## src/modular_exponentiation_defines.svh

```systemverilog
// assertion macros for the modular exponentiation block
// included by the top level; no other dependencies
`ifndef MODULAR_EXPONENTIATION_DEFINES_SVH
`define MODULAR_EXPONENTIATION_DEFINES_SVH

// same-cycle implication, disabled during reset
`define MODEXP_ASSERT_IMPLY(label, clk, rst_n, ante, cons) \
    label: assert property (@(posedge clk) disable iff (!rst_n) (ante) |-> (cons)) \
        else $error("modexp assertion failed");

// next-cycle implication, disabled during reset
`define MODEXP_ASSERT_NEXT(label, clk, rst_n, ante, cons) \
    label: assert property (@(posedge clk) disable iff (!rst_n) (ante) |=> (cons)) \
        else $error("modexp assertion failed");

`endif

```

## src/modexp_pkg.sv

```systemverilog
// shared types and constants of the modular exponentiation block
// no dependencies
`timescale 1ns / 1ps

package modexp_pkg;

    localparam int FIELD_WIDTH     = 64;
    localparam int CFG_INDEX_WIDTH = 1;

    localparam logic [CFG_INDEX_WIDTH-1:0] CFG_MODULUS  = 1'b0;
    localparam logic [CFG_INDEX_WIDTH-1:0] CFG_EXPONENT = 1'b1;

    typedef enum logic [2:0] {
        ST_IDLE,
        ST_REDUCE,
        ST_CHECK,
        ST_MUL,
        ST_SQR,
        ST_FINISH
    } t_state;

    typedef struct packed {
        logic busy;
        logic done;
    } t_mul_status;

endpackage

```

## src/modexp_if.sv

```systemverilog
// valid/ready stream interfaces for the base and result words
// depends on modexp_pkg for the field width
`timescale 1ns / 1ps

interface modexp_base_if;
    logic                               valid;
    logic                               ready;
    logic [modexp_pkg::FIELD_WIDTH-1:0] base_value;

    modport source (output valid, output base_value, input ready);
    modport sink   (input valid, input base_value, output ready);
endinterface

interface modexp_result_if;
    logic                               valid;
    logic                               ready;
    logic [modexp_pkg::FIELD_WIDTH-1:0] power_result;

    modport source (output valid, output power_result, input ready);
    modport sink   (input valid, input power_result, output ready);
endinterface

```

## src/modexp_mulmod.sv

```systemverilog
// shift-add modular multiplier, one multiplier bit per cycle, msb first
// depends on modexp_pkg for the status struct
`timescale 1ns / 1ps

module modexp_mulmod #(
    parameter int W = 64
) (
    input  logic                    i_clk,
    input  logic                    i_rst_n,
    input  logic                    i_start,
    input  logic [W-1:0]            i_a,
    input  logic [W-1:0]            i_y,
    input  logic [W-1:0]            i_m,
    output modexp_pkg::t_mul_status o_status,
    output logic [W-1:0]            o_product
);

    localparam int CW = $clog2(W);

    logic          r_busy;
    logic          r_done;
    logic [CW-1:0] r_cnt;
    logic [W-1:0]  r_a;
    logic [W-1:0]  r_y;
    logic [W-1:0]  r_p;

    logic [W+1:0]  sum;
    logic [W+1:0]  m_one;
    logic [W+1:0]  m_two;
    logic [W-1:0]  n_p;

    // 2p + bit*y, then bring back below m (wrap at W bits when m is zero)
    always_comb begin
        sum   = {1'b0, r_p, 1'b0} + (r_a[W-1] ? {2'b00, r_y} : '0);
        m_one = {2'b00, i_m};
        m_two = {1'b0, i_m, 1'b0};
        if (i_m == '0) begin
            n_p = sum[W-1:0];
        end else if (sum >= m_two) begin
            n_p = W'(sum - m_two);
        end else if (sum >= m_one) begin
            n_p = W'(sum - m_one);
        end else begin
            n_p = sum[W-1:0];
        end
    end

    always_ff @(posedge i_clk) begin
        if (!i_rst_n) begin
            r_busy <= 1'b0;
            r_done <= 1'b0;
        end else begin
            r_done <= 1'b0;
            if (i_start) begin
                r_busy <= 1'b1;
            end else if (r_busy && r_cnt == '0) begin
                r_busy <= 1'b0;
                r_done <= 1'b1;
            end
        end
    end

    always_ff @(posedge i_clk) begin
        if (i_start) begin
            r_a   <= i_a;
            r_y   <= i_y;
            r_p   <= '0;
            r_cnt <= CW'(W - 1);
        end else if (r_busy) begin
            r_a   <= {r_a[W-2:0], 1'b0};
            r_p   <= n_p;
            r_cnt <= r_cnt - 1'b1;
        end
    end

    assign o_status.busy = r_busy;
    assign o_status.done = r_done;
    assign o_product     = r_p;

endmodule

```

## src/modular_exponentiation.sv

```systemverilog
// top level: base^exponent mod modulus, right-to-left square and multiply
// depends on modexp_pkg, modexp_if, modexp_mulmod and the assertion header
//
// usage:
//   i_base carries one base word per handshake; o_result returns one word each.
//   i_cfg_we / i_cfg_index / i_cfg_data write modulus (index 0) and exponent
//   (index 1); write them only while the block is idle.
//   one base is processed at a time; i_base.ready is high only when idle.
//   with a nonzero modulus the base is first reduced modulo the modulus;
//   then each exponent bit up to the highest set one takes a check step,
//   a multiply when the bit is set and a square, all on the single
//   shift-add multiplier, one bit per cycle; W = OPERAND_WIDTH.
//   exponent zero returns 1; modulus zero wraps the products at W bits.
//   the result sits in an output register; a new base is accepted while it
//   waits, but the next result is held until the receiver takes the first.
//   reset (synchronous, active low) sets modulus 2, exponent 0 and idles.
`timescale 1ns / 1ps
`include "modular_exponentiation_defines.svh"

module modular_exponentiation #(
    parameter int OPERAND_WIDTH = 64
) (
    input  logic                                   i_clk,
    input  logic                                   i_rst_n,
    modexp_base_if.sink                            i_base,
    modexp_result_if.source                        o_result,
    input  logic                                   i_cfg_we,
    input  logic [modexp_pkg::CFG_INDEX_WIDTH-1:0] i_cfg_index,
    input  logic [modexp_pkg::FIELD_WIDTH-1:0]     i_cfg_data
);

    localparam int W = OPERAND_WIDTH;

    modexp_pkg::t_state      r_state;
    modexp_pkg::t_state      n_state;
    logic [W-1:0]            r_modulus;
    logic [W-1:0]            r_exponent;
    logic [W-1:0]            r_e;
    logic [W-1:0]            r_b;
    logic [W-1:0]            r_acc;
    logic                    r_out_valid;
    logic [modexp_pkg::FIELD_WIDTH-1:0] r_out_data;

    logic                    wrap;
    logic                    in_fire;
    logic                    out_free;
    logic                    in_ready;
    logic                    ld_out;
    logic                    mul_start;
    logic [W-1:0]            mul_a;
    logic [W-1:0]            mul_y;
    logic [W-1:0]            mul_p;
    modexp_pkg::t_mul_status mul_status;
    logic [W-1:0]            base_in;
    logic                    in_work;
    logic                    in_check;
    logic                    sqr_done;

    assign base_in  = i_base.base_value[W-1:0];
    assign wrap     = (r_modulus == '0);
    assign in_fire  = i_base.valid && in_ready;
    assign out_free = !r_out_valid || o_result.ready;

    modexp_mulmod #(
        .W (W)
    ) u_mulmod (
        .i_clk     (i_clk),
        .i_rst_n   (i_rst_n),
        .i_start   (mul_start),
        .i_a       (mul_a),
        .i_y       (mul_y),
        .i_m       (r_modulus),
        .o_status  (mul_status),
        .o_product (mul_p)
    );

    // next state
    always_comb begin
        n_state = r_state;
        unique case (r_state)
            modexp_pkg::ST_IDLE: begin
                if (in_fire) begin
                    n_state = wrap ? modexp_pkg::ST_CHECK : modexp_pkg::ST_REDUCE;
                end
            end
            modexp_pkg::ST_REDUCE: begin
                if (mul_status.done) begin
                    n_state = modexp_pkg::ST_CHECK;
                end
            end
            modexp_pkg::ST_CHECK: begin
                if (r_e == '0) begin
                    n_state = modexp_pkg::ST_FINISH;
                end else if (r_e[0]) begin
                    n_state = modexp_pkg::ST_MUL;
                end else begin
                    n_state = modexp_pkg::ST_SQR;
                end
            end
            modexp_pkg::ST_MUL: begin
                if (mul_status.done) begin
                    n_state = modexp_pkg::ST_SQR;
                end
            end
            modexp_pkg::ST_SQR: begin
                if (mul_status.done) begin
                    n_state = modexp_pkg::ST_CHECK;
                end
            end
            modexp_pkg::ST_FINISH: begin
                if (out_free) begin
                    n_state = modexp_pkg::ST_IDLE;
                end
            end
            default: n_state = modexp_pkg::ST_IDLE;
        endcase
    end

    // state outputs
    always_comb begin
        in_ready  = 1'b0;
        ld_out    = 1'b0;
        mul_start = 1'b0;
        mul_a     = r_b;
        mul_y     = r_b;
        unique case (r_state)
            modexp_pkg::ST_IDLE: begin
                in_ready = 1'b1;
                if (i_base.valid && !wrap) begin
                    mul_start = 1'b1;
                    mul_a     = base_in;
                    mul_y     = W'(1);
                end
            end
            modexp_pkg::ST_CHECK: begin
                if (r_e != '0) begin
                    mul_start = 1'b1;
                    if (r_e[0]) begin
                        mul_a = r_acc;
                    end
                end
            end
            modexp_pkg::ST_MUL: begin
                mul_start = mul_status.done;
            end
            modexp_pkg::ST_FINISH: begin
                ld_out = out_free;
            end
            modexp_pkg::ST_REDUCE, modexp_pkg::ST_SQR: begin
            end
            default: begin
            end
        endcase
    end

    always_ff @(posedge i_clk) begin
        if (!i_rst_n) begin
            r_state <= modexp_pkg::ST_IDLE;
        end else begin
            r_state <= n_state;
        end
    end

    // configuration registers
    always_ff @(posedge i_clk) begin
        if (!i_rst_n) begin
            r_modulus  <= W'(2);
            r_exponent <= '0;
        end else if (i_cfg_we) begin
            unique case (i_cfg_index)
                modexp_pkg::CFG_MODULUS:  r_modulus  <= i_cfg_data[W-1:0];
                modexp_pkg::CFG_EXPONENT: r_exponent <= i_cfg_data[W-1:0];
                default: begin
                end
            endcase
        end
    end

    // working registers
    always_ff @(posedge i_clk) begin
        case (r_state)
            modexp_pkg::ST_IDLE: begin
                if (in_fire) begin
                    r_e   <= r_exponent;
                    r_acc <= W'(1);
                    r_b   <= base_in;
                end
            end
            modexp_pkg::ST_REDUCE: begin
                if (mul_status.done) begin
                    r_b <= mul_p;
                end
            end
            modexp_pkg::ST_MUL: begin
                if (mul_status.done) begin
                    r_acc <= mul_p;
                end
            end
            modexp_pkg::ST_SQR: begin
                if (mul_status.done) begin
                    r_b <= mul_p;
                    r_e <= r_e >> 1;
                end
            end
            default: begin
            end
        endcase
    end

    // output word register
    always_ff @(posedge i_clk) begin
        if (!i_rst_n) begin
            r_out_valid <= 1'b0;
        end else if (ld_out) begin
            r_out_valid <= 1'b1;
        end else if (o_result.ready) begin
            r_out_valid <= 1'b0;
        end
    end

    always_ff @(posedge i_clk) begin
        if (ld_out) begin
            r_out_data <= modexp_pkg::FIELD_WIDTH'(r_acc);
        end
    end

    assign i_base.ready          = in_ready;
    assign o_result.valid        = r_out_valid;
    assign o_result.power_result = r_out_data;

    assign in_work  = (r_state == modexp_pkg::ST_REDUCE) || (r_state == modexp_pkg::ST_MUL) ||
                      (r_state == modexp_pkg::ST_SQR);
    assign in_check = (r_state == modexp_pkg::ST_CHECK);
    assign sqr_done = (r_state == modexp_pkg::ST_SQR) && mul_status.done;

    `MODEXP_ASSERT_IMPLY(a_done_in_work, i_clk, i_rst_n, mul_status.done, in_work)
    `MODEXP_ASSERT_IMPLY(a_start_when_free, i_clk, i_rst_n, mul_start, !mul_status.busy)
    `MODEXP_ASSERT_NEXT(a_sqr_shifts_exp, i_clk, i_rst_n, sqr_done, (in_check && r_e == ($past(r_e) >> 1)))
    `MODEXP_ASSERT_IMPLY(a_base_reduced, i_clk, i_rst_n, (in_check && !wrap), (r_b < r_modulus))

endmodule
```

## src/flat_wrapper.sv

```systemverilog
// flat-port wrapper written by rule: the top's interface ports become plain ports
module modular_exponentiation_flat 
#(
    parameter int OPERAND_WIDTH = 64
)
  (i_clk, i_rst_n, i_cfg_we, i_cfg_index, i_cfg_data, i_base_valid, i_base_base_value, i_base_ready, o_result_valid, o_result_power_result, o_result_ready);
  modexp_base_if i_base_i ();
  modexp_result_if o_result_i ();
  input  logic i_clk;
  input  logic i_rst_n;
  input  logic i_cfg_we;
  input  logic [modexp_pkg::CFG_INDEX_WIDTH-1:0] i_cfg_index;
  input  logic [modexp_pkg::FIELD_WIDTH-1:0] i_cfg_data;
  input wire logic [$bits(i_base_i.valid)-1:0] i_base_valid;
  input wire logic [$bits(i_base_i.base_value)-1:0] i_base_base_value;
  output wire logic [$bits(i_base_i.ready)-1:0] i_base_ready;
  output wire logic [$bits(o_result_i.valid)-1:0] o_result_valid;
  output wire logic [$bits(o_result_i.power_result)-1:0] o_result_power_result;
  input wire logic [$bits(o_result_i.ready)-1:0] o_result_ready;
  assign i_base_i.valid = i_base_valid;
  assign i_base_i.base_value = i_base_base_value;
  assign i_base_ready = i_base_i.ready;
  assign o_result_valid = o_result_i.valid;
  assign o_result_power_result = o_result_i.power_result;
  assign o_result_i.ready = o_result_ready;
  modular_exponentiation #(.OPERAND_WIDTH(OPERAND_WIDTH)) u_core (.i_clk(i_clk), .i_rst_n(i_rst_n), .i_base(i_base_i), .o_result(o_result_i), .i_cfg_we(i_cfg_we), .i_cfg_index(i_cfg_index), .i_cfg_data(i_cfg_data));
endmodule
```

## config.mk

```make
export PLATFORM = sky130hd
export DESIGN_NAME = modular_exponentiation_flat
export DESIGN_NICKNAME = d
export VERILOG_FILES = /design/src/modexp_pkg.sv /design/src/modexp_if.sv /design/src/modexp_mulmod.sv /design/src/modular_exponentiation.sv /design/src/flat_wrapper.sv
export VERILOG_INCLUDE_DIRS = /design/src /design/src/src
export SDC_FILE = /design/constraint.sdc
export NUM_CORES = 2
export LEC_CHECK = 0
export ABC_AREA = 1
export BUFFER_PORTS_ARGS = -buffer_cell sky130_fd_sc_hd__buf_2
export CAP_MARGIN = 20
export CORE_MARGIN = 2
export CORE_UTILIZATION = 45
export DETAILED_ROUTE_END_ITERATION = 10
export PLACE_DENSITY = 0.65
export SLEW_MARGIN = 20
export SYNTH_ARGS = -nofsm -noshare
export SYNTH_HDL_FRONTEND = slang
export SYNTH_SLANG_ARGS = --single-unit
```

## constraint.sdc

```tcl
create_clock -name i_clk -period 7.9 [get_ports i_clk]
set_clock_uncertainty 0.1 [all_clocks]
set_input_delay 0 -clock i_clk [delete_from_list [all_inputs] [get_ports i_clk]]
set_output_delay 0 -clock i_clk [all_outputs]
set_load 0.02 [all_outputs]
```

==> flow_metrics.env <==
export IMPL_cts_tree="yes"
export IMPL_grt_max_degree=97
export IMPL_synth_edf_count=384
export IMPL_end_kind="register"
export IMPL_ys_seq_area_share_pct=38.79
export IMPL_cp_data_required_time_ns=8.34
export IMPL_r2r_end="u_core.u_mulmod.o_product[2]"
export IMPL_outcome="finished clean"
export IMPL_drive_gt1_share_pct=6.829
export IMPL_synth_xor_area_share_pct=2.850
export IMPL_antenna_found_initial=1
export IMPL_critical_path_class="reg -> reg"
export IMPL_clk_pin_slew_worst_paths_ns=0.06
export IMPL_grtUsageTotal_pct=34.61
export IMPL_wl_um=161400
export IMPL_yosysWarnings=0
export IMPL_drt_first_pass_iters=6
export IMPL_fin_crit_sh_pct=90.96
export IMPL_floorplan_initialDensity_pct=45.48
export IMPL_cpMostUsedCell="nand2_1"
export IMPL_hpwl_um=126900
export IMPL_rrSetupSlack_ns=0.71
export IMPL_drc=0
export IMPL_grt_first_pass_wirelength_um=236200
export IMPL_synth_seq_cells=588
export IMPL_cp_arrival_ns=7.62
export IMPL_synthSimpleGateAreaFrac_pct=26.53
export IMPL_min_period_ns=7.186
export IMPL_netlist_area_um2=40250
export IMPL_clockRootBuffer="clkbuf_16"
export IMPL_synth_async_reset_ratio_pct=0
export IMPL_drv_slew=0
export IMPL_clockBufferDepth=3
export IMPL_synthMuxAreaShare_pct=0
export IMPL_holdWs_ns=0.08212
export IMPL_ant_nets=0
export IMPL_syn_num_nets=6095
export IMPL_wl_per_cell_um=22.15
export IMPL_maxCapViolCount=0
export IMPL_drt_iter0_markers=3914
export IMPL_rows=109
export IMPL_endpoint="u_core.u_mulmod.o_product[2]"
export IMPL_grt_pass1_vias=37880
export IMPL_clock_fmax_ghz=0.1392
export IMPL_yosys_cell_types_count=50
export IMPL_avgViaCountPerCell=5.473
export IMPL_synth_compound_area_share_pct=15.77
export IMPL_gp_congestion=1.040
export IMPL_synthToLayoutAreaGrowth_pct=15.20
export IMPL_relSlewSlack_pct=28.82
export IMPL_crit_fanout=52
export IMPL_die_width_um=303.1
export IMPL_grt_overflow=0
export IMPL_pin_count=200
export IMPL_startpoint_type="register"
export IMPL_worst_pin_slew_ns=1.057
export IMPL_r2r_cells=37
export IMPL_vias=39880
export IMPL_fin_nets=6393
export IMPL_postCtsSetupBuffers=0
export IMPL_coreArea_um2=88510
export IMPL_synth_flop_cell="edfxtp_1"
export IMPL_clock_latency_ns=0.67
export IMPL_synth_top_family_by_area="simple AND/OR/NAND/NOR gates"
export IMPL_max_stage_delay_ns=0.65
export IMPL_finalSetupTns_ns=0
export IMPL_n_antenna_cell=0
export IMPL_cp_startpoint="u_core.u_mulmod.r_a[63]"
export IMPL_rsz0062_at_grt="no"
export IMPL_cts_sinks=588
export IMPL_rr_startpoint="u_core.u_mulmod.r_a[63]"
export IMPL_avgSynthCellArea_um2=6.981
export IMPL_hold_violations=0
export IMPL_synthAdderAreaFrac_pct=6.118
export IMPL_slowest_stage="o21ai_0"
export IMPL_h_tree_depth=3
export IMPL_port_buffers=199
export IMPL_finalSetupViolations=0
export IMPL_numCtsBuffers=69
export IMPL_hold_path_class="in -> reg"
export IMPL_syn_inst=5766
export IMPL_die_area_um2=91850
export IMPL_dieHeight_um=303.1
## placed cells by master (no fill, tap or decap), drive strengths merged, types with 3 or more instances in the layout
master       instances
o31ai                3
nor4                33
a21boi              12
a22oi                3
xor2                82
edfxtp             384
clkbuf              90
nand2             1564
o21bai              44
nor3                35
fa                   3
dfxtp              204
xnor2               49
inv                864
buf                252
nand3b              26
or2                 20
dlygate4sd3        157
clkinv              32
a21oi              449
nand4               43
o211ai              75
bufinv               5
and3                 5
ha                 192
a31oi               28
a21o                18
o21ai              507
nand3              232
o21a                16
nor2               684
## worst min-delay path by stage
| stage | to | cells after the start | from |
|---|---|---|---|
| 6_report | u_core.r_exponent[13] | 4 | i_cfg_data[13] |
| 5_1_grt | u_core.r_exponent[13] | 4 | i_cfg_data[13] |
| 4_1_cts | u_core.r_exponent[38] | 4 | i_cfg_data[38] |
| 3_5_place_dp | u_core.r_modulus[1] | 3 | i_cfg_data[1] |
| 3_3_place_gp | u_core.r_modulus[1] | 3 | i_cfg_data[1] |
| 2_1_floorplan | u_core.r_modulus[1] | 2 | i_cfg_data[1] |
## synth_stat cells (3+ instances only)
| master | count | area share, % |
|---|---|---|
| nand3b_1 | 26 | 0.48 |
| or2_2 | 19 | 0.30 |
| nor4_1 | 33 | 0.51 |
| clkbuf_1 | 141 | 1.3 |
| nand4_1 | 42 | 0.65 |
| nand2_1 | 1556 | 15 |
| buf_1 | 16 | 0.15 |
| o21ai_0 | 498 | 6.2 |
| buf_4 | 7 | 0.13 |
| dfxtp_1 | 204 | 10 |
| clkinv_1 | 4 | 0.037 |
| ha_1 | 192 | 6.0 |
| o211ai_2 | 5 | 0.16 |
| xor2_1 | 82 | 1.8 |
| nand3_1 | 232 | 2.9 |
| fa_1 | 3 | 0.15 |
| nor3_1 | 34 | 0.42 |
| a21o_1 | 18 | 0.34 |
| a22oi_1 | 3 | 0.056 |
| a21oi_1 | 446 | 5.5 |
| and3_1 | 5 | 0.078 |
| buf_2 | 15 | 0.19 |
| a31oi_1 | 28 | 0.44 |
| inv_2 | 3 | 0.028 |
| buf_6 | 3 | 0.084 |
| xnor2_1 | 49 | 1.1 |
| a21boi_0 | 12 | 0.22 |
| nand2_2 | 6 | 0.093 |
| o211ai_1 | 70 | 1.3 |
| edfxtp_1 | 384 | 29 |
| o21a_1 | 16 | 0.30 |
| inv_1 | 858 | 8.0 |
| o21bai_1 | 44 | 0.82 |
| o21ai_1 | 8 | 0.099 |
| o31ai_1 | 3 | 0.056 |
| nor2_1 | 682 | 6.4 |
## area by class of cell
| type | count | area [um2] |
|---|---|---|
| clock buffer | 90 | 1888 |
| tap | 1165 | 1458 |
| inverter | 865 | 3251 |
| sequential | 588 | 15620 |
| fill | 8891 | 42140 |
| timing repair buffer | 409 | 3015 |
| multi-input combinational | 4131 | 20740 |
| clock inverter | 38 | 406.6 |
## repair_timing
item	4_1_cts	5_1_grt
hold buffers	157	0
resized for setup	0	0
endpoints found under the hold margin	267	0
## kinds of logic (layout without fill, tap and decap cells)
kind of cell	count (synthesis)	count (layout)
and+or+nand+nor	2644	2644
AOI/OAI and AO/OA	1161	1161
buffers and inverters	1047	1402
DFF	588	588
adders and majority gates	195	195
xor gates and xnor gates	131	131
## through the flow
stage / setup slack (ns) / std cells / utilization [%] / area, um2
finish: 0.7142 / 7286 / 52.39 / 46370
global route: 0.2518 / 7286 / 52.39 / 46370
CTS: 0.8328 / 7286 / 52.39 / 46370
detailed placement: 0.8892 / 7001 / 48.02 / 42500
global placement: 1.031 / 7000 / 48.00 / 42480
floorplan: 1.459 / 5766 / - / 40250
## routing by layer
metal	track usage [%]	wire, um
met5	0	14
met4	14.59	7465
met3	4.304	10660
met2	54.96	71670
met1	47.57	71590
## critical path: cells and delay by family (launching register included)
family                     cells  cell delay, ns
buffers and inverters          5            0.77
DFF                            1            0.54
and+or+nand+nor               21            2.32
AOI/OAI and AO/OA              8            2.33
adders and majority gates      3            0.94
Power is left out: the tool's default activity adds up to more than one toggle a clock period on the data nets, which glitch-free logic cannot reach.
